==> src/rtl/core/rgb_kernel_convolution_clamp_macros.svh <==
// ----------------------------------------------------------------------------
// rgb kernel convolution clamp assertion macros
// shared concurrent assertion forms, clocked on clk, disabled in reset
// ----------------------------------------------------------------------------
`ifndef RGB_KERNEL_CONVOLUTION_CLAMP_MACROS_SVH
`define RGB_KERNEL_CONVOLUTION_CLAMP_MACROS_SVH

// same-cycle implication
`define RKC_ASSERT_NOW(lbl, ante, cons, msg) \
  lbl: assert property (@(posedge clk) disable iff (!rst_n) (ante) |-> (cons)) \
    else $error(msg);

// next-cycle implication
`define RKC_ASSERT_NEXT(lbl, ante, cons, msg) \
  lbl: assert property (@(posedge clk) disable iff (!rst_n) (ante) |=> (cons)) \
    else $error(msg);

`endif

==> src/rtl/core/rkc_ram.sv <==
// ----------------------------------------------------------------------------
// rkc_ram
// generic single write, single read ram with registered read data
// ----------------------------------------------------------------------------
module rkc_ram #(
  parameter int WIDTH = 8,
  parameter int DEPTH = 16
) (
  input  logic                     clk,
  input  logic                     we,
  input  logic [$clog2(DEPTH)-1:0] waddr,
  input  logic [WIDTH-1:0]         wdata,
  input  logic [$clog2(DEPTH)-1:0] raddr,
  output logic [WIDTH-1:0]         rdata_r
);

  logic [WIDTH-1:0] mem [DEPTH];

  always_ff @(posedge clk) begin
    if (we) begin
      mem[waddr] <= wdata;
    end
    rdata_r <= mem[raddr];
  end

endmodule

==> config.mk <==
export PLATFORM = sky130hd
export DESIGN_NAME = rkc_ram
export DESIGN_NICKNAME = d
export VERILOG_FILES = /design/src/rtl/core/rgb_kernel_convolution_clamp_macros.svh /design/src/rtl/core/rkc_ram.sv
export SDC_FILE = /design/constraint.sdc
export NUM_CORES = 1
export LEC_CHECK = 0
export BUFFER_PORTS_ARGS = -buffer_cell sky130_fd_sc_hd__clkbuf_2
export CAP_MARGIN = 20
export CELL_PAD_IN_SITES_DETAIL_PLACEMENT = 2
export CELL_PAD_IN_SITES_GLOBAL_PLACEMENT = 2
export CORE_MARGIN = 1.5
export CORE_UTILIZATION = 43
export DETAILED_ROUTE_END_ITERATION = 16
export PLACE_DENSITY = 0.82
export SLEW_MARGIN = 30
export SYNTH_ARGS = -nofsm -noshare
export SYNTH_HDL_FRONTEND = slang
export SYNTH_SLANG_ARGS = --single-unit
==> constraint.sdc <==
create_clock -name clk -period 1.8 [get_ports clk]
set_input_delay 0.45 -clock clk [delete_from_list [all_inputs] [get_ports clk]]
set_output_delay 0.45 -clock clk [all_outputs]
set_load 0.1 [all_outputs]
==> results of run 1 <==
==> synth_stat cells <==
cell type          n  area, um2
a22oi_1           16        120
buf_2              3       15.0
buf_4              1       7.51
nand3_1            1       5.00
nand3b_1           2       15.0
buf_6              3       33.8
dfxtp_1            8        160
and2_1             1       6.26
clkdlybuf4s25_2    3       30.0
and2b_1            1       7.51
nor3_1             4       20.0
nand2b_1           2       12.5
nor2b_1            1       6.26
mux4_2            18        405
or3b_2             1       8.76
nand2_1            9       33.8
edfxtp_1         128       3840
nor2_1            13       48.8
mux4_1            14        368
==> flip-flops by register name, summed over array words and instances (netlist names) <==
register	flops
rdata_r	8
mem	128
==> final cells by class <==
cell class / count / area (um2)
clock buffer: 17 / 425
clock inverter: 15 / 159
fill: 954 / 5410
multi-input combinational: 83 / 1060
sequential: 136 / 4000
tap: 143 / 179
timing repair buffer: 45 / 325
==> path summary, 6_finish.rpt <==
| kind | from | endpoint | depth (start not counted) |
|---|---|---|---|
| max reg2reg | mem[0][2] | rdata_r[2] | 3 |
| min reg2reg | mem[12][2] | rdata_r[2] | 3 |
| min | wdata[3] | mem[0][3] | 1 |
| max | rdata_r[7] | rdata_r[7] | 1 |
==> metrics by stage <==
| stage | utilization | area [um2] |
|---|---|---|
| after floorplan | - | 5150 |
| after global placement | 0.482 | 5570 |
| after detailed placement | 0.482 | 5570 |
| after CTS | 0.532 | 6150 |
| after global routing | 0.532 | 6150 |
| final | 0.532 | 6150 |
==> logic make-up after synthesis <==
| group | share of synthesized area |
|---|---|
| buffers and inverters | 0.0168 |
| flip-flops | 0.778 |
| AO/OA/AOI/OAI | 0.0233 |
| AND/OR/NAND/NOR | 0.0318 |
| multiplexers | 0.150 |
==> routing by layer <==
| metal | share of wire | routed length (um) |
|---|---|---|
| met5 | 0 | 0 |
| met3 | 0.037 | 488 |
| met2 | 0.54 | 7010 |
| met1 | 0.41 | 5300 |
| met4 | 0.019 | 242 |
==> power breakdown <==
group	internal (mW)	leakage, nW	switching (mW)	total, mW
registers	3.54	1.22	0.0292	3.57
clock network	2.15	0.275	1.30	3.46
logic	0.149	0.599	0.362	0.511
==> impl_metrics.env, run 1 <==
export IMPL_total_leakage_power_nw=2.10
export IMPL_rsz0062_at_grt="false"
export IMPL_use_met2=0.398
export IMPL_cts_buffers=17
export IMPL_synth_cell_type_count=19
export IMPL_ys_seq_area_frac=0.778
export IMPL_use_met3=0.0545
export IMPL_critPathCaptureType="output port"
export IMPL_hold_ws_ps=492
export IMPL_initial_utilization=0.445
export IMPL_diodes=0
export IMPL_htree_levels=4
export IMPL_pre_cts_ws_ps=-151
export IMPL_outcome="complete, but fails checks"
export IMPL_postCtsSetupBuffers=0
export IMPL_cts_hold_buffers=0
export IMPL_syn_area_mm2=0.00515
export IMPL_crit_chain="clkbuf_2"
export IMPL_slew_headroom=0.446
export IMPL_cts_sinks=136
export IMPL_die_h_um=112
export IMPL_row_count=39
export IMPL_hp_class="input port to register"
export IMPL_max_freq_mhz=577
export IMPL_finalSetupViolCount=0
export IMPL_start_kind="register"
export IMPL_max_cap_violations=0
export IMPL_grt_antenna_before_repair=0
export IMPL_ioPinCount=26
export IMPL_ir_drop_mv=0.634
export IMPL_layout_nets=301
export IMPL_core_area_mm2=0.0116
export IMPL_finalHoldViolations=0
export IMPL_ctsRootBufferMaster="clkbuf_16"
export IMPL_grt_usage=0.228
export IMPL_cp_max_fo=1
export IMPL_grt_pass1_wl_um=19300
export IMPL_routabilityCongestion=0.707
export IMPL_totalWireLength_um=13000
export IMPL_drive_above_1_share=0.314
export IMPL_final_antenna_net_count=0
export IMPL_worst_pin_slew_ps=829
export IMPL_critical_path_class="register to output port"
export IMPL_hpwl_um=7980
export IMPL_vias=2509
export IMPL_via_per_inst=5.72
export IMPL_min_period_ps=1730
export IMPL_port_buffers=25
export IMPL_worstSkewPairLatency_ps=420
export IMPL_path_clk_slew_ps=60
export IMPL_cts_tree="yes"
export IMPL_power_density_mw_per_mm2=1220
export IMPL_drtPass1Iterations=10
export IMPL_crit_family="buffers and inverters"
export IMPL_grt_busiest_layer="met2"
export IMPL_placed_cells=407
export IMPL_synthesis_nets=247
export IMPL_area_delta_synth_final_pct=19.6
export IMPL_critPathMaxStageDelay_ps=520
export IMPL_drt_iter0_drc=223
export IMPL_maxSlewViolCount=0
export IMPL_first_global_vias=2817
export IMPL_power_mw=7.54
export IMPL_violations="DRC"
export IMPL_use_met1=0.280
export IMPL_required_ps=1350
export IMPL_instances_no_fill=439
export IMPL_rrSetupSlack_ps=280
export IMPL_grt_ovfl_total=0
export IMPL_critPathBufInv=1
export IMPL_drc=3
export IMPL_final_cell_mix="edfxtp_1 (128), clkbuf_2 (25), mux4_2 (18)"
export IMPL_clock_skew_ps=8.97
export IMPL_finalCritPeriodShare=0.963
export IMPL_cp_arrival_ps=1280
export IMPL_clockBufferDepth=2
export IMPL_final_setup_worst_slack_ps=67.1
export IMPL_synth_seq_cells=136
export IMPL_grt_start_max_net_pins=33
export IMPL_tns_ps=0
export IMPL_cts_resized=0
export IMPL_synth_warnings=0
export IMPL_syn_inst=229
export IMPL_fp_dieW_um=112
export IMPL_cp_slowest_cell="clkbuf_2"
export IMPL_synth_area_per_cell_um2=22.5
export IMPL_dieArea_mm2=0.0126
export IMPL_wl_per_cell_um=29.7
export IMPL_mostFrequentLayoutCell="edfxtp_1"
Power figures use the tool's default switching activity.
==> run 2, diff against run 1 <==
==> constraint.sdc (replaced) <==
create_clock -name clk -period 1.8 [get_ports clk]
set_input_delay 0.36 -clock clk [delete_from_list [all_inputs] [get_ports clk]]
set_output_delay 0.36 -clock clk [all_outputs]
set_load 0.1 [all_outputs]
==> run 2 against run 1 <==
Compared with the run above: the flow still finishes with violations (DRC); cell area increased by 1.1%; non-clock buffer count increased by 3; critical path depth is the same; register-to-register slack worse by 30 ps; clock-buffer cell count grew 7; die area unchanged; via count rose by 2.2%; clock skew is 1.7 ps higher; sequential share of layout area decreased by 0.71 points; routed wire length increased by 6.1%; largest power group is now clock.
==> impl_metrics.env, run 2 (synthesis results as in run 1) <==
export IMPL_outcome="complete, but fails checks"
export IMPL_violations="DRC"
export IMPL_mostFrequentLayoutCell="edfxtp_1"
export IMPL_initial_utilization=0.445
export IMPL_crit_family="buffers and inverters"
export IMPL_clockBufferDepth=2
export IMPL_max_cap_violations=0
export IMPL_fp_dieW_um=112
export IMPL_p_int_mw=6.19
export IMPL_tns_ps=0
export IMPL_htree_levels=4
export IMPL_first_global_vias=2902
export IMPL_critPathBufInv=1
export IMPL_area_delta_synth_final_pct=20.9
export IMPL_rrSetupSlack_ps=250
export IMPL_p_seq_frac=0.451
export IMPL_cp_arrival_ps=1250
export IMPL_worst_pin_slew_ps=547
export IMPL_reg_top3="mem: 128 flops, rdata_r: 8 flops"
export IMPL_reg2reg_from="mem[2][1]"
export IMPL_drc=3
export IMPL_via_per_inst=5.80
export IMPL_cts_tree="yes"
export IMPL_critPathMaxStageDelay_ps=470
export IMPL_cp_max_fo=1
export IMPL_critPathCaptureType="output port"
export IMPL_wl_per_cell_um=31.3
export IMPL_grt_pass1_wl_um=20100
export IMPL_die_h_um=112
export IMPL_grt_antenna_before_repair=0
export IMPL_start_kind="register"
export IMPL_max_freq_mhz=622
export IMPL_required_ps=1440
export IMPL_routabilityCongestion=0.717
export IMPL_totalWireLength_um=13800
export IMPL_ir_drop_mv=0.751
export IMPL_cts_hold_buffers=0
export IMPL_finalCritPeriodShare=0.894
export IMPL_ctsRootBufferMaster="clkbuf_16"
export IMPL_largest_register="mem"
export IMPL_vias=2564
export IMPL_final_cell_mix="edfxtp_1 (128), clkbuf_2 (25), buf_4 (20)"
export IMPL_final_antenna_net_count=0
export IMPL_drtPass1Iterations=10
export IMPL_largest_register_ffs=128
export IMPL_dieArea_mm2=0.0126
export IMPL_finalHoldViolations=0
export IMPL_critPathLaunch="rdata_r[7]"
export IMPL_drive_above_1_share=0.328
export IMPL_worstSkewPairLatency_ps=420
export IMPL_hpwl_um=8210
export IMPL_core_area_mm2=0.0116
export IMPL_p_comb_frac=0.065
export IMPL_critical_path_class="register to output port"
export IMPL_port_buffers=25
export IMPL_path_clk_slew_ps=60
export IMPL_grt_ovfl_total=0
export IMPL_diodes=0
export IMPL_switching_share=0.218
export IMPL_hold_ws_ps=412
export IMPL_rsz0062_at_grt="false"
export IMPL_clock_skew_ps=10.7
export IMPL_slew_headroom=0.637
export IMPL_crit_chain="clkbuf_2"
export IMPL_p_switching_mw=1.73
export IMPL_total_leakage_power_nw=2.15
export IMPL_drt_iter0_drc=189
export IMPL_ioPinCount=26
export IMPL_finalSetupViolCount=0
export IMPL_layout_nets=304
export IMPL_cts_buffers=17
export IMPL_cts_sinks=136
export IMPL_cp_slowest_cell="clkbuf_2"
export IMPL_grt_usage=0.238
export IMPL_cts_resized=0
export IMPL_postCtsSetupBuffers=0
export IMPL_hold_path_startpoint="wdata[2]"
export IMPL_power_density_mw_per_mm2=1270
export IMPL_row_count=39
export IMPL_maxSlewViolCount=0
export IMPL_clkPwrFrac=0.483
export IMPL_hp_class="input port to register"
export IMPL_grt_start_max_net_pins=20
export IMPL_min_period_ps=1610
run 2: path summary, 6_finish.rpt:
kind                endpoint  depth (start not counted)
setup / recovery  rdata_r[7]                          1
setup reg to reg  rdata_r[1]                          3
hold reg to reg   rdata_r[6]                          3
hold / removal    mem[10][2]                          1
run 2: layout make-up:
type,instances,area [um2]
Fill cell,944,5340
Sequential cell,136,4000
Multi-Input combinational cell,83,1060
Clock buffer,24,502
Timing Repair Buffer,48,335
Tap cell,143,179
Clock inverter,8,140
run 2: metrics by stage:
stage          setup slack [ps]  power (mW)  cells  utilization  cell area (um2)
2_1_floorplan               174        3.96    229            -             5150
3_3_place_gp              -1.54        4.11    410        0.483             5580
3_5_place_dp              -66.8        4.14    410        0.483             5580
4_1_cts                     179        7.98    442        0.538             6220
5_1_grt                     167        8.09    442        0.538             6220
6_report                    192        7.92    442        0.538             6220
run 2: layer usage:
layer / part of all wire / wire, um / global-route usage / vias to the layer above
li1: - / - / - / 1089
met1: 0.43 / 5900 / 0.298 / 1380
met3: 0.033 / 450 / 0.0524 / 20
met2: 0.52 / 7210 / 0.403 / 75
met4: 0.019 / 263 / 0.100 / 0
met5: 0 / 0 / 0 / -
run 2: power groups by stage:
stage               sequential [mW]  combinational (mW)  clock (mW)
floorplan                      3.78               0.180           0
global placement               3.62               0.483           0
detailed placement             3.63               0.511           0
CTS                            3.57               0.522        3.88
global route                   3.58               0.542        3.97
finish                         3.57               0.518        3.83
