$ cat src/rtl/core/rgb_kernel_convolution_clamp_macros.svh
// ----------------------------------------------------------------------------
// rgb kernel convolution clamp assertion macros
// shared concurrent assertion forms, clocked on clk, disabled in reset
// ----------------------------------------------------------------------------
`ifndef RGB_KERNEL_CONVOLUTION_CLAMP_MACROS_SVH
`define RGB_KERNEL_CONVOLUTION_CLAMP_MACROS_SVH

// same-cycle implication
`define RKC_ASSERT_NOW(lbl, ante, cons, msg) \
  lbl: assert property (@(posedge clk) disable iff (!rst_n) (ante) |-> (cons)) \
    else $error(msg);

// next-cycle implication
`define RKC_ASSERT_NEXT(lbl, ante, cons, msg) \
  lbl: assert property (@(posedge clk) disable iff (!rst_n) (ante) |=> (cons)) \
    else $error(msg);

`endif

$ cat src/rtl/core/rkc_pkg.sv
// ----------------------------------------------------------------------------
// rkc_pkg
// shared constants, types and codes of the rgb kernel convolution block
// ----------------------------------------------------------------------------
package rkc_pkg;

  localparam int MAX_WIDTH   = 1024;
  localparam int COL_W       = $clog2(MAX_WIDTH);
  localparam int KERNEL_SIZE = 3;
  localparam int COEFF_BITS  = 16;
  localparam int SLOT_W      = 16;
  localparam int NPLANE      = 3;
  localparam int SAMPLE_W    = 8;
  localparam int PIX_W       = NPLANE * SAMPLE_W;
  localparam int PROD_W      = SAMPLE_W + 1 + SLOT_W;
  localparam int ACC_W       = 28;
  localparam int MAG_W       = ACC_W - 1;
  localparam int DIV_W       = 16;
  localparam int CNT_W       = $clog2(MAG_W);
  localparam int ROW_W       = 16;
  localparam int WID_W       = 11;
  localparam int KROW_W      = 48;
  localparam int STEP_W      = 4;
  localparam int SAMPLE_MAX  = 255;

  localparam logic [2:0] REG_KTOP   = 3'd0;
  localparam logic [2:0] REG_KMID   = 3'd1;
  localparam logic [2:0] REG_KBOT   = 3'd2;
  localparam logic [2:0] REG_DIV    = 3'd3;
  localparam logic [2:0] REG_WIDTH  = 3'd4;
  localparam logic [2:0] REG_HEIGHT = 3'd5;

  typedef logic [PIX_W-1:0] pix_t;
  typedef logic [MAG_W-1:0] mag_t;
  typedef logic [SAMPLE_W-1:0] sample_t;

  typedef enum logic [2:0] {
    ST_CLEAR,
    ST_IDLE,
    ST_LOAD,
    ST_MAC,
    ST_DSTART,
    ST_DWAIT,
    ST_DONE
  } state_t;

endpackage

$ cat src/rtl/core/rkc_div.sv
// ----------------------------------------------------------------------------
// rkc_div
// three-lane restoring divider, one quotient bit per cycle, clamped to 255
// ----------------------------------------------------------------------------
module rkc_div (
  input  logic                      clk,
  input  logic                      rst_n,
  input  logic                      start,
  input  rkc_pkg::mag_t             dvd_i [rkc_pkg::NPLANE],
  input  logic [rkc_pkg::DIV_W-1:0] dsr_i,
  output logic                      done,
  output rkc_pkg::sample_t          quot [rkc_pkg::NPLANE]
);

  logic                      busy_r, busy_nxt;
  logic                      done_r, done_nxt;
  logic [rkc_pkg::CNT_W-1:0] cnt_r, cnt_nxt;
  logic [rkc_pkg::DIV_W-1:0] dsr_r, dsr_nxt;
  rkc_pkg::mag_t             dvd_r [rkc_pkg::NPLANE];
  rkc_pkg::mag_t             dvd_nxt [rkc_pkg::NPLANE];
  rkc_pkg::mag_t             q_r [rkc_pkg::NPLANE];
  rkc_pkg::mag_t             q_nxt [rkc_pkg::NPLANE];
  logic [rkc_pkg::DIV_W-1:0] rem_r [rkc_pkg::NPLANE];
  logic [rkc_pkg::DIV_W-1:0] rem_nxt [rkc_pkg::NPLANE];
  logic [rkc_pkg::DIV_W:0]   trial [rkc_pkg::NPLANE];

  always_comb begin
    busy_nxt = busy_r;
    done_nxt = 1'b0;
    cnt_nxt  = cnt_r;
    dsr_nxt  = dsr_r;
    for (int p = 0; p < rkc_pkg::NPLANE; p++) begin
      trial[p]   = {rem_r[p], dvd_r[p][rkc_pkg::MAG_W-1]};
      dvd_nxt[p] = dvd_r[p];
      q_nxt[p]   = q_r[p];
      rem_nxt[p] = rem_r[p];
    end
    if (start) begin
      busy_nxt = 1'b1;
      cnt_nxt  = '0;
      dsr_nxt  = dsr_i;
      for (int p = 0; p < rkc_pkg::NPLANE; p++) begin
        dvd_nxt[p] = dvd_i[p];
        q_nxt[p]   = '0;
        rem_nxt[p] = '0;
      end
    end else if (busy_r) begin
      for (int p = 0; p < rkc_pkg::NPLANE; p++) begin
        dvd_nxt[p] = {dvd_r[p][rkc_pkg::MAG_W-2:0], 1'b0};
        if (trial[p] >= {1'b0, dsr_r}) begin
          rem_nxt[p] = rkc_pkg::DIV_W'(trial[p] - {1'b0, dsr_r});
          q_nxt[p]   = {q_r[p][rkc_pkg::MAG_W-2:0], 1'b1};
        end else begin
          rem_nxt[p] = trial[p][rkc_pkg::DIV_W-1:0];
          q_nxt[p]   = {q_r[p][rkc_pkg::MAG_W-2:0], 1'b0};
        end
      end
      cnt_nxt = cnt_r + 1'b1;
      if (cnt_r == rkc_pkg::CNT_W'(rkc_pkg::MAG_W - 1)) begin
        busy_nxt = 1'b0;
        done_nxt = 1'b1;
      end
    end
  end

  always_ff @(posedge clk) begin
    if (!rst_n) begin
      busy_r <= 1'b0;
      done_r <= 1'b0;
      cnt_r  <= '0;
    end else begin
      busy_r <= busy_nxt;
      done_r <= done_nxt;
      cnt_r  <= cnt_nxt;
    end
  end

  always_ff @(posedge clk) begin
    dsr_r <= dsr_nxt;
    for (int p = 0; p < rkc_pkg::NPLANE; p++) begin
      dvd_r[p] <= dvd_nxt[p];
      q_r[p]   <= q_nxt[p];
      rem_r[p] <= rem_nxt[p];
    end
  end

  assign done = done_r;

  always_comb begin
    for (int p = 0; p < rkc_pkg::NPLANE; p++) begin
      quot[p] = (|q_r[p][rkc_pkg::MAG_W-1:rkc_pkg::SAMPLE_W])
              ? rkc_pkg::SAMPLE_W'(rkc_pkg::SAMPLE_MAX) : q_r[p][rkc_pkg::SAMPLE_W-1:0];
    end
  end

endmodule

$ cat config.mk
export PLATFORM = sky130hd
export DESIGN_NAME = rkc_div
export DESIGN_NICKNAME = d
export VERILOG_FILES = /design/src/rtl/core/rgb_kernel_convolution_clamp_macros.svh /design/src/rtl/core/rkc_pkg.sv /design/src/rtl/core/rkc_div.sv
export SDC_FILE = /design/constraint.sdc
export NUM_CORES = 1
export LEC_CHECK = 0
export BUFFER_PORTS_ARGS = -buffer_cell sky130_fd_sc_hd__clkbuf_2
export CAP_MARGIN = 40
export CELL_PAD_IN_SITES_DETAIL_PLACEMENT = 1
export CELL_PAD_IN_SITES_GLOBAL_PLACEMENT = 1
export CORE_ASPECT_RATIO = 0.6
export CORE_MARGIN = 8
export CORE_UTILIZATION = 30
export DETAILED_ROUTE_END_ITERATION = 8
export PLACE_DENSITY = 0.63
export SETUP_SLACK_MARGIN = 0.3
export SKIP_LAST_GASP = 1
export SLEW_MARGIN = 20
export SYNTH_ARGS = -nofsm -noshare
export SYNTH_HDL_FRONTEND = slang
export SYNTH_SLANG_ARGS = --single-unit
$ cat constraint.sdc
create_clock -name clk -period 4.1 [get_ports clk]
set_input_delay 0.41 -clock clk [delete_from_list [all_inputs] [get_ports clk]]
set_output_delay 0.41 -clock clk [all_outputs]
set_load 0.01 [all_outputs]
==> flow_results.xml, run 1 <==
<?xml version="1.0" encoding="UTF-8"?>
<metrics>
  <group name="final_layout">
    <metric name="final_common_cell" unit="">nor2_1</metric>
    <metric name="fin_util" unit="">0.358</metric>
    <metric name="n_fill_cell" unit="">4337</metric>
    <metric name="final_cell_mix" unit="">nor2_1 (138), dfxtp_1 (135), clkbuf_2 (123)</metric>
    <metric name="final_cell_area" unit="µm²">13800</metric>
    <metric name="antenna-diode-count" unit="">0</metric>
    <metric name="stdcell_count" unit="">1751</metric>
    <metric name="design.final.nets" unit="">1362</metric>
    <metric name="layout-drive-gt1-share" unit="">0.224</metric>
    <metric name="layout-area-overhead-vs-synth" unit="%">18.8</metric>
  </group>
  <group name="placed_design">
    <metric name="total_instance_count_after_detailed_placement" unit="">1695</metric>
    <metric name="dp_slack" unit="ns">1.05</metric>
    <metric name="dp.final_hpwl" unit="µm">21500</metric>
    <metric name="port_buffers" unit="">124</metric>
    <metric name="place.gp.congestion" unit="">0.791</metric>
    <metric name="dpl-instance-area" unit="µm²">12900</metric>
  </group>
  <group name="drt">
    <metric name="drc" unit="">0</metric>
    <metric name="vias" unit="">8350</metric>
    <metric name="postRouteAntennaNets" unit="">0</metric>
    <metric name="avgRoutedWirePerCell" unit="µm">17.1</metric>
    <metric name="drt_pass1_iterations" unit="">4</metric>
    <metric name="finalWirelength" unit="µm">29900</metric>
    <metric name="starting_drc_count_in_detailed_routing" unit="">395</metric>
    <metric name="post_drt_via_cell_ratio" unit="">4.77</metric>
  </group>
  <group name="worst_setup_path">
    <metric name="r2r_setup_slack" unit="ns">1.03</metric>
    <metric name="startpoint_of_the_most_critical_setup_path" unit="">dsr_r[1]</metric>
    <metric name="crit_family" unit="">compound AO/OA/AOI/OAI gates</metric>
    <metric name="worst_r2r_startpoint" unit="">dsr_r[1]</metric>
    <metric name="cp.required" unit="ns">4.54</metric>
    <metric name="cp.buffers_inverters" unit="">1</metric>
    <metric name="worstSetupPathType" unit="">reg2reg</metric>
    <metric name="crit_path_cell_trace" unit="">inv_1 -&gt; ha_1 -&gt; nor2b_1 -&gt; o21bai_1 -&gt; a31oi_1 -&gt; o31ai_2 -&gt; a21oi_2 -&gt; mux2i_1 -&gt; a21o_1</metric>
    <metric name="critical-path-max-stage-delay" unit="ns">0.66</metric>
    <metric name="cp_slowest_cell" unit="">a21oi_2</metric>
    <metric name="timing.critical_path.fanout_max" unit="">13</metric>
    <metric name="r2r_cells" unit="">9</metric>
    <metric name="cp-end-kind" unit="">register</metric>
    <metric name="critical_path_arrival" unit="ns">3.51</metric>
    <metric name="critPathLaunchType" unit="">register</metric>
    <metric name="path_depth" unit="">9</metric>
  </group>
  <group name="sta">
    <metric name="slew_viol_final" unit="">0</metric>
    <metric name="clock.fmax" unit="GHz">0.326</metric>
    <metric name="skew" unit="ns">0.0130</metric>
    <metric name="grt_setup_unrepaired" unit="">false</metric>
    <metric name="max-slew-margin-rel" unit="">0.456</metric>
    <metric name="tightest_slew" unit="ns">0.810</metric>
    <metric name="totalNegativeSetupSlack" unit="ns">0</metric>
    <metric name="setup_viol" unit="">0</metric>
    <metric name="postLayoutSetupSlackWorst" unit="ns">1.03</metric>
    <metric name="fin_crit_sh" unit="">0.748</metric>
    <metric name="final.hold.worst_slack" unit="ns">0.0366</metric>
    <metric name="final-hold-violation-count" unit="">0</metric>
    <metric name="min_period" unit="ns">3.07</metric>
  </group>
  <group name="power_and_ir_drop">
    <metric name="design_power_total" unit="mW">5.75</metric>
    <metric name="vdd_ir_drop_max" unit="V">0.000262</metric>
    <metric name="p_leak" unit="nW">5.61</metric>
    <metric name="cellPowerDensity" unit="nW/µm²">415</metric>
  </group>
  <group name="logic_synthesis">
    <metric name="synth_nets" unit="">1243</metric>
    <metric name="ys_dominant_reg_cell" unit="">dfxtp_1</metric>
    <metric name="yosysUniqueCellTypes" unit="">65</metric>
    <metric name="postSynthRegisterBits" unit="">233</metric>
    <metric name="synth_area_per_cell" unit="µm²">10.7</metric>
    <metric name="synth-seq-area-share" unit="">0.483</metric>
    <metric name="yosys.area.top_type_share" unit="">0.250</metric>
    <metric name="synth_warn" unit="">0</metric>
    <metric name="async_flop_share" unit="">0</metric>
    <metric name="synth-edff-count" unit="">97</metric>
    <metric name="cell_type_with_the_highest_aggregate_area_in_the_netlist" unit="">edfxtp_1</metric>
    <metric name="yosys-top-cells-area" unit="">edfxtp_1 (25%), dfxtp_1 (23%), mux2i_1 (9.3%)</metric>
    <metric name="syn-cell-area" unit="µm²">11700</metric>
    <metric name="cell_count_after_synthesis" unit="">1090</metric>
  </group>
  <group name="clock_tree">
    <metric name="cts_made_buffers" unit="">26</metric>
    <metric name="clock_tree_from_tritoncts" unit="">yes</metric>
    <metric name="clock-root-buffer" unit="">clkbuf_16</metric>
    <metric name="htreeDepth" unit="">1</metric>
    <metric name="cts_sinks" unit="">233</metric>
    <metric name="cts.path.max_buffers" unit="">3</metric>
    <metric name="clk_pin_slew" unit="ns">0.07</metric>
    <metric name="worst_skew_pair.late_latency" unit="ns">0.56</metric>
  </group>
  <group name="floorplanning">
    <metric name="io_pins" unit="">125</metric>
    <metric name="floorplan.die.height" unit="µm">169</metric>
    <metric name="die_x" unit="µm">271</metric>
    <metric name="fp.dieArea" unit="µm²">45600</metric>
    <metric name="start_util" unit="">0.302</metric>
    <metric name="fp-row-count" unit="">56</metric>
    <metric name="core_area" unit="µm²">38700</metric>
  </group>
  <group name="run">
    <metric name="max_cap_violations" unit="">0</metric>
  </group>
  <group name="worst_hold_path">
    <metric name="hold_class" unit="">in2reg</metric>
    <metric name="min_from" unit="">dsr_i[2]</metric>
    <metric name="min_delay_path_depth" unit="">1</metric>
  </group>
  <group name="grt">
    <metric name="grt_antenna_before_repair" unit="">1</metric>
    <metric name="grt_first_pass_wirelength" unit="µm">48400</metric>
    <metric name="grt.total_usage" unit="">0.129</metric>
    <metric name="maximum_number_of_pins_on_one_net_before_global_route_repair" unit="">127</metric>
    <metric name="grt-ovfl-total" unit="">0</metric>
    <metric name="grt_pass1_vias" unit="">8677</metric>
  </group>
  <group name="run_status">
    <metric name="outcome" unit="">completed</metric>
  </group>
</metrics>
cell usage after synthesis, drive strengths merged, types with 11 or more instances:
| master | instances |
|---|---|
| a211oi | 15 |
| a21o | 16 |
| a21oi | 32 |
| clkbuf | 42 |
| dfxtp | 136 |
| edfxtp | 97 |
| ha | 50 |
| inv | 28 |
| mux2 | 79 |
| mux2i | 108 |
| nand2 | 71 |
| nand2b | 31 |
| nand3 | 13 |
| nor2 | 140 |
| nor2b | 11 |
| nor3 | 12 |
| nor4 | 16 |
| o21a | 11 |
| o21ai | 41 |
| xnor2 | 25 |
| xor2 | 11 |
flip-flops by register name, summed over array words and instances, names as in the netlist:
signal / count
rem_r: 48
dsr_r: 16
dvd_r: 81
cnt_r: 5
done: 1
q_r: 81
busy_r: 1
kinds of logic (layout without fill, tap and decap cells):
logic type | after synthesis | in the layout | share of synthesized area
buf+inv | 80 | 219 | 0.0274
fa+ha+maj | 53 | 53 | 0.0588
xor+xnor | 36 | 36 | 0.0270
flops | 233 | 233 | 0.483
mux | 187 | 187 | 0.169
simple gates | 326 | 326 | 0.131
compound gates | 175 | 175 | 0.104
layer usage:
| metal | up-vias | track usage | routed length [µm] |
|---|---|---|---|
| met4 | 2 | 0.0239 | 454 |
| li1 | 4199 | - | - |
| met5 | - | 0 | 13 |
| met1 | 4019 | 0.191 | 15800 |
| met2 | 103 | 0.186 | 12100 |
| met3 | 27 | 0.0333 | 1510 |
final timing paths:
| kind | to |
|---|---|
| max | rem_r[0][33] |
| min | dsr_r[2] |
| max reg2reg | rem_r[0][33] |
| min reg2reg | rem_r[0][20] |
power breakdown:
part | internal (mW) | switching, mW | leakage (nW) | total, mW
Clock | 1.38 | 1.00 | 0.416 | 2.38
Combinational | 0.335 | 0.420 | 3.12 | 0.756
Sequential | 2.56 | 0.0525 | 2.07 | 2.61
repair_timing:
item                                   in CTS  in global routing
setup buffers                               0                  0
hold buffers                                5                  2
gates resized for setup                     0                  0
endpoints found under the hold margin       5                  2
worst register-to-register path, cell delays in order (launching register included):
cell,delay [ns]
edfxtp_1,0.48
inv_1,0.13
ha_1,0.31
nor2b_1,0.19
o21bai_1,0.11
a31oi_1,0.45
o31ai_2,0.19
a21oi_2,0.66
mux2i_1,0.22
a21o_1,0.21
cell type report:
type	instances	area (µm²)	share of cell area
flip-flops and latches	233	5640	0.407
well taps	522	653	0.0472
inverters	28	106	0.00768
clock buffers	31	712	0.0514
multi-input cells	777	5730	0.414
clock inverters	17	164	0.0118
repair buffers	143	843	0.0609
Note: power is estimated with default switching activity, not from simulation.
==> run 2, diff against run 1 <==
ABC_AREA = 1   (was not set)
PLACE_DENSITY = 0.67   (was 0.63)
clock period = 2.85 ns   (was 4.1 ns; I/O delays follow)
==> run 2 against run 1 <==
Clock-buffer cell count is 2 lower. Die area is 6.3% higher. Via count is 35% higher. Maximum frequency is 24% higher. Worst hold slack worse by 0.024 ns. Core utilization is 0.26 points higher. Synthesized cell count is 53% higher. First-iteration DRC count is 120% higher. Critical path depth is 1 higher. Clock skew is 0.0014 ns higher. Clock power is 35% higher. Highest routed layer is now met4.
==> flow_results.xml, run 2 <==
<?xml version="1.0" encoding="UTF-8"?>
<metrics>
  <group name="grt">
    <metric name="grt_busiest_layer" unit="">met1</metric>
    <metric name="maximum_number_of_pins_on_one_net_before_global_route_repair" unit="">81</metric>
    <metric name="grt_first_pass_wirelength" unit="µm">62200</metric>
    <metric name="grt_use_met3" unit="">0.0306</metric>
    <metric name="use_met1" unit="">0.235</metric>
    <metric name="grt.total_usage" unit="">0.156</metric>
    <metric name="grt_antenna_before_repair" unit="">1</metric>
    <metric name="grt_pass1_vias" unit="">11400</metric>
    <metric name="global_routing_usage_on_met2" unit="">0.232</metric>
    <metric name="grt-ovfl-total" unit="">0</metric>
  </group>
  <group name="power_and_ir_drop">
    <metric name="design_power_total" unit="mW">7.80</metric>
    <metric name="vdd_ir_drop_max" unit="V">0.000471</metric>
    <metric name="cellPowerDensity" unit="nW/µm²">531</metric>
    <metric name="p_leak" unit="nW">7.23</metric>
  </group>
  <group name="final_layout">
    <metric name="layout_top_registers" unit="">dvd_r: 81 flops, q_r: 81 flops, rem_r: 48 flops</metric>
    <metric name="design.final.nets" unit="">1945</metric>
    <metric name="stdcell_count" unit="">2368</metric>
    <metric name="antenna-diode-count" unit="">0</metric>
    <metric name="area.sequential" unit="µm²">5640</metric>
    <metric name="layout-area-overhead-vs-synth" unit="%">17.9</metric>
    <metric name="layout-drive-gt1-share" unit="">0.130</metric>
    <metric name="final_common_cell" unit="">nand2_1</metric>
    <metric name="n_fill_cell" unit="">5023</metric>
    <metric name="final_cell_area" unit="µm²">14700</metric>
    <metric name="multi_input_area" unit="µm²">5600</metric>
    <metric name="final_cell_mix" unit="">nand2_1 (599), inv_1 (241), dfxtp_1 (135)</metric>
  </group>
  <group name="floorplanning">
    <metric name="floorplan.die.height" unit="µm">174</metric>
    <metric name="fp-row-count" unit="">57</metric>
    <metric name="die_x" unit="µm">279</metric>
    <metric name="start_util" unit="">0.306</metric>
    <metric name="core_area" unit="µm²">40700</metric>
    <metric name="fp.dieArea" unit="µm²">48500</metric>
    <metric name="io_pins" unit="">125</metric>
  </group>
  <group name="sta">
    <metric name="skew" unit="ns">0.0144</metric>
    <metric name="tightest_slew" unit="ns">0.839</metric>
    <metric name="min_period" unit="ns">2.47</metric>
    <metric name="fin_crit_sh" unit="">0.867</metric>
    <metric name="totalNegativeSetupSlack" unit="ns">0</metric>
    <metric name="grt_setup_unrepaired" unit="">true</metric>
    <metric name="final.hold.worst_slack" unit="ns">0.0126</metric>
    <metric name="setup_viol" unit="">0</metric>
    <metric name="max-slew-margin-rel" unit="">0.441</metric>
    <metric name="slew_viol_final" unit="">0</metric>
    <metric name="final-hold-violation-count" unit="">0</metric>
    <metric name="clock.fmax" unit="GHz">0.405</metric>
  </group>
  <group name="run_status">
    <metric name="outcome" unit="">completed</metric>
  </group>
  <group name="logic_synthesis">
    <metric name="ys_dominant_reg_cell" unit="">dfxtp_1</metric>
    <metric name="yosysUniqueCellTypes" unit="">46</metric>
    <metric name="postSynthRegisterBits" unit="">233</metric>
    <metric name="synth_warn" unit="">0</metric>
    <metric name="synth_nets" unit="">1817</metric>
    <metric name="async_flop_share" unit="">0</metric>
    <metric name="yosys-top-cells-area" unit="">edfxtp_1 (23%), dfxtp_1 (22%), nand2_1 (18%)</metric>
    <metric name="synth_top_cells_by_count" unit="">nand2_1 (599), inv_1 (245), dfxtp_1 (136)</metric>
    <metric name="synth_area_per_cell" unit="µm²">7.49</metric>
    <metric name="synth-seq-area-share" unit="">0.452</metric>
    <metric name="yosys.area.top_type_share" unit="">0.234</metric>
    <metric name="synth_most_common_cell" unit="">nand2_1</metric>
    <metric name="synth-edff-count" unit="">97</metric>
    <metric name="cell_count_after_synthesis" unit="">1664</metric>
    <metric name="syn-cell-area" unit="µm²">12500</metric>
    <metric name="cell_type_with_the_highest_aggregate_area_in_the_netlist" unit="">edfxtp_1</metric>
  </group>
  <group name="worst_setup_path">
    <metric name="crit_path_cell_trace" unit="">ha_1 -&gt; fa_1 -&gt; inv_1 -&gt; nand3_1 -&gt; nand3_1 -&gt; nand2_1 -&gt; a21oi_1 -&gt; nor2_1 -&gt; a21boi_1 -&gt; a21oi_1</metric>
    <metric name="startpoint_of_the_most_critical_setup_path" unit="">dsr_r[0]</metric>
    <metric name="cp-end-kind" unit="">register</metric>
    <metric name="cp_slowest_cell" unit="">edfxtp_1</metric>
    <metric name="cp.required" unit="ns">3.25</metric>
    <metric name="critPathLaunchType" unit="">register</metric>
    <metric name="r2r-end" unit="">rem_r[0][6]</metric>
    <metric name="critical-path-max-stage-delay" unit="ns">0.50</metric>
    <metric name="r2r_setup_slack" unit="ns">0.38</metric>
    <metric name="worstSetupPathType" unit="">reg2reg</metric>
    <metric name="worst_r2r_startpoint" unit="">dsr_r[0]</metric>
    <metric name="timing.critical_path.fanout_max" unit="">5</metric>
    <metric name="critical_path_arrival" unit="ns">2.87</metric>
    <metric name="r2r_cells" unit="">10</metric>
  </group>
  <group name="drt">
    <metric name="finalWirelength" unit="µm">39400</metric>
    <metric name="starting_drc_count_in_detailed_routing" unit="">856</metric>
    <metric name="drt_pass1_iterations" unit="">5</metric>
    <metric name="post_drt_via_cell_ratio" unit="">4.75</metric>
    <metric name="vias" unit="">11300</metric>
    <metric name="avgRoutedWirePerCell" unit="µm">16.6</metric>
    <metric name="postRouteAntennaNets" unit="">0</metric>
    <metric name="drc" unit="">0</metric>
  </group>
  <group name="placed_design">
    <metric name="total_instance_count_after_detailed_placement" unit="">2308</metric>
    <metric name="place.gp.congestion" unit="">0.942</metric>
    <metric name="dpl-instance-area" unit="µm²">13700</metric>
    <metric name="dp.final_hpwl" unit="µm">29900</metric>
    <metric name="port_buffers" unit="">124</metric>
  </group>
  <group name="worst_hold_path">
    <metric name="min_from" unit="">dvd_i[27]</metric>
    <metric name="hold_class" unit="">in2reg</metric>
    <metric name="hold_end" unit="">dvd_r[0][27]</metric>
    <metric name="min_delay_path_depth" unit="">3</metric>
  </group>
  <group name="clock_tree">
    <metric name="clk_pin_slew" unit="ns">0.08</metric>
    <metric name="cts.path.max_buffers" unit="">3</metric>
    <metric name="htreeDepth" unit="">1</metric>
    <metric name="clock_tree_from_tritoncts" unit="">yes</metric>
    <metric name="cts_sinks" unit="">233</metric>
    <metric name="clock-root-buffer" unit="">clkbuf_16</metric>
    <metric name="worst_skew_pair.late_latency" unit="ns">0.54</metric>
    <metric name="cts_made_buffers" unit="">23</metric>
  </group>
  <group name="run">
    <metric name="max_cap_violations" unit="">0</metric>
  </group>
</metrics>
run 2: where the power goes:
group / switching (mW) / internal (mW)
Combinational: 0.603 / 0.281
Clock: 1.38 / 1.84
Sequential: 0.0508 / 3.65
Total: 2.03 / 5.77
run 2: area by class of cell:
class,count,area share
multi-input cells,1118,0.381
clock buffers,29,0.0451
flip-flops and latches,233,0.384
clock inverters,12,0.00835
inverters,255,0.0661
well taps,560,0.0477
repair buffers,161,0.0678
run 2: repair_timing:
item / in CTS / in global routing
buffers inserted: 0 / 2
setup endpoints to repair: 0 / 44
hold buffers: 16 / 0
endpoints found under the hold margin: 16 / 0
gates resized for setup: 0 / 8
run 2: worst max path at each step:
| stage | to | cells after the start |
|---|---|---|
| 5_1_grt | rem_r[0][6] | 10 |
| 3_5_place_dp | rem_r[0][30] | 11 |
| 2_1_floorplan | dvd_r[0][0] | 4 |
| 3_3_place_gp | rem_r[0][16] | 12 |
| 6_report | rem_r[0][6] | 10 |
| 4_1_cts | rem_r[0][6] | 11 |
run 2: logic make-up after synthesis:
family                     count (synthesis)  share of synthesized area
and+or+nand+nor                          897                      0.308
buffers and inverters                    313                      0.101
DFF                                      233                      0.452
AOI/OAI and AO/OA                        156                     0.0751
adders and majority gates                 53                     0.0550
xor gates and xnor gates                  12                    0.00844
run 2: critical path, delay by kind of cell, from the launching register on:
kind	cells	cell delay (ns)
adders and majority gates	2	0.66
DFF	1	0.50
and+or+nand+nor	4	0.48
AOI/OAI and AO/OA	3	0.51
buffers and inverters	1	0.18
run 2: layer usage:
layer  part of all wire  wire [µm]  up-vias
met5                  0          0        -
met4              0.013        513        0
met3              0.053       2090       45
met2               0.42      16500      219
met1               0.51      20300     5371
li1                   -          -     5615
run 2: through the flow:
step	util	setup WS (ns)
after floorplan	-	0.592
after detailed placement	0.336	0.427
after CTS	0.359	0.307
after global routing	0.361	0.215
after global placement	0.336	0.447
final	0.361	0.380
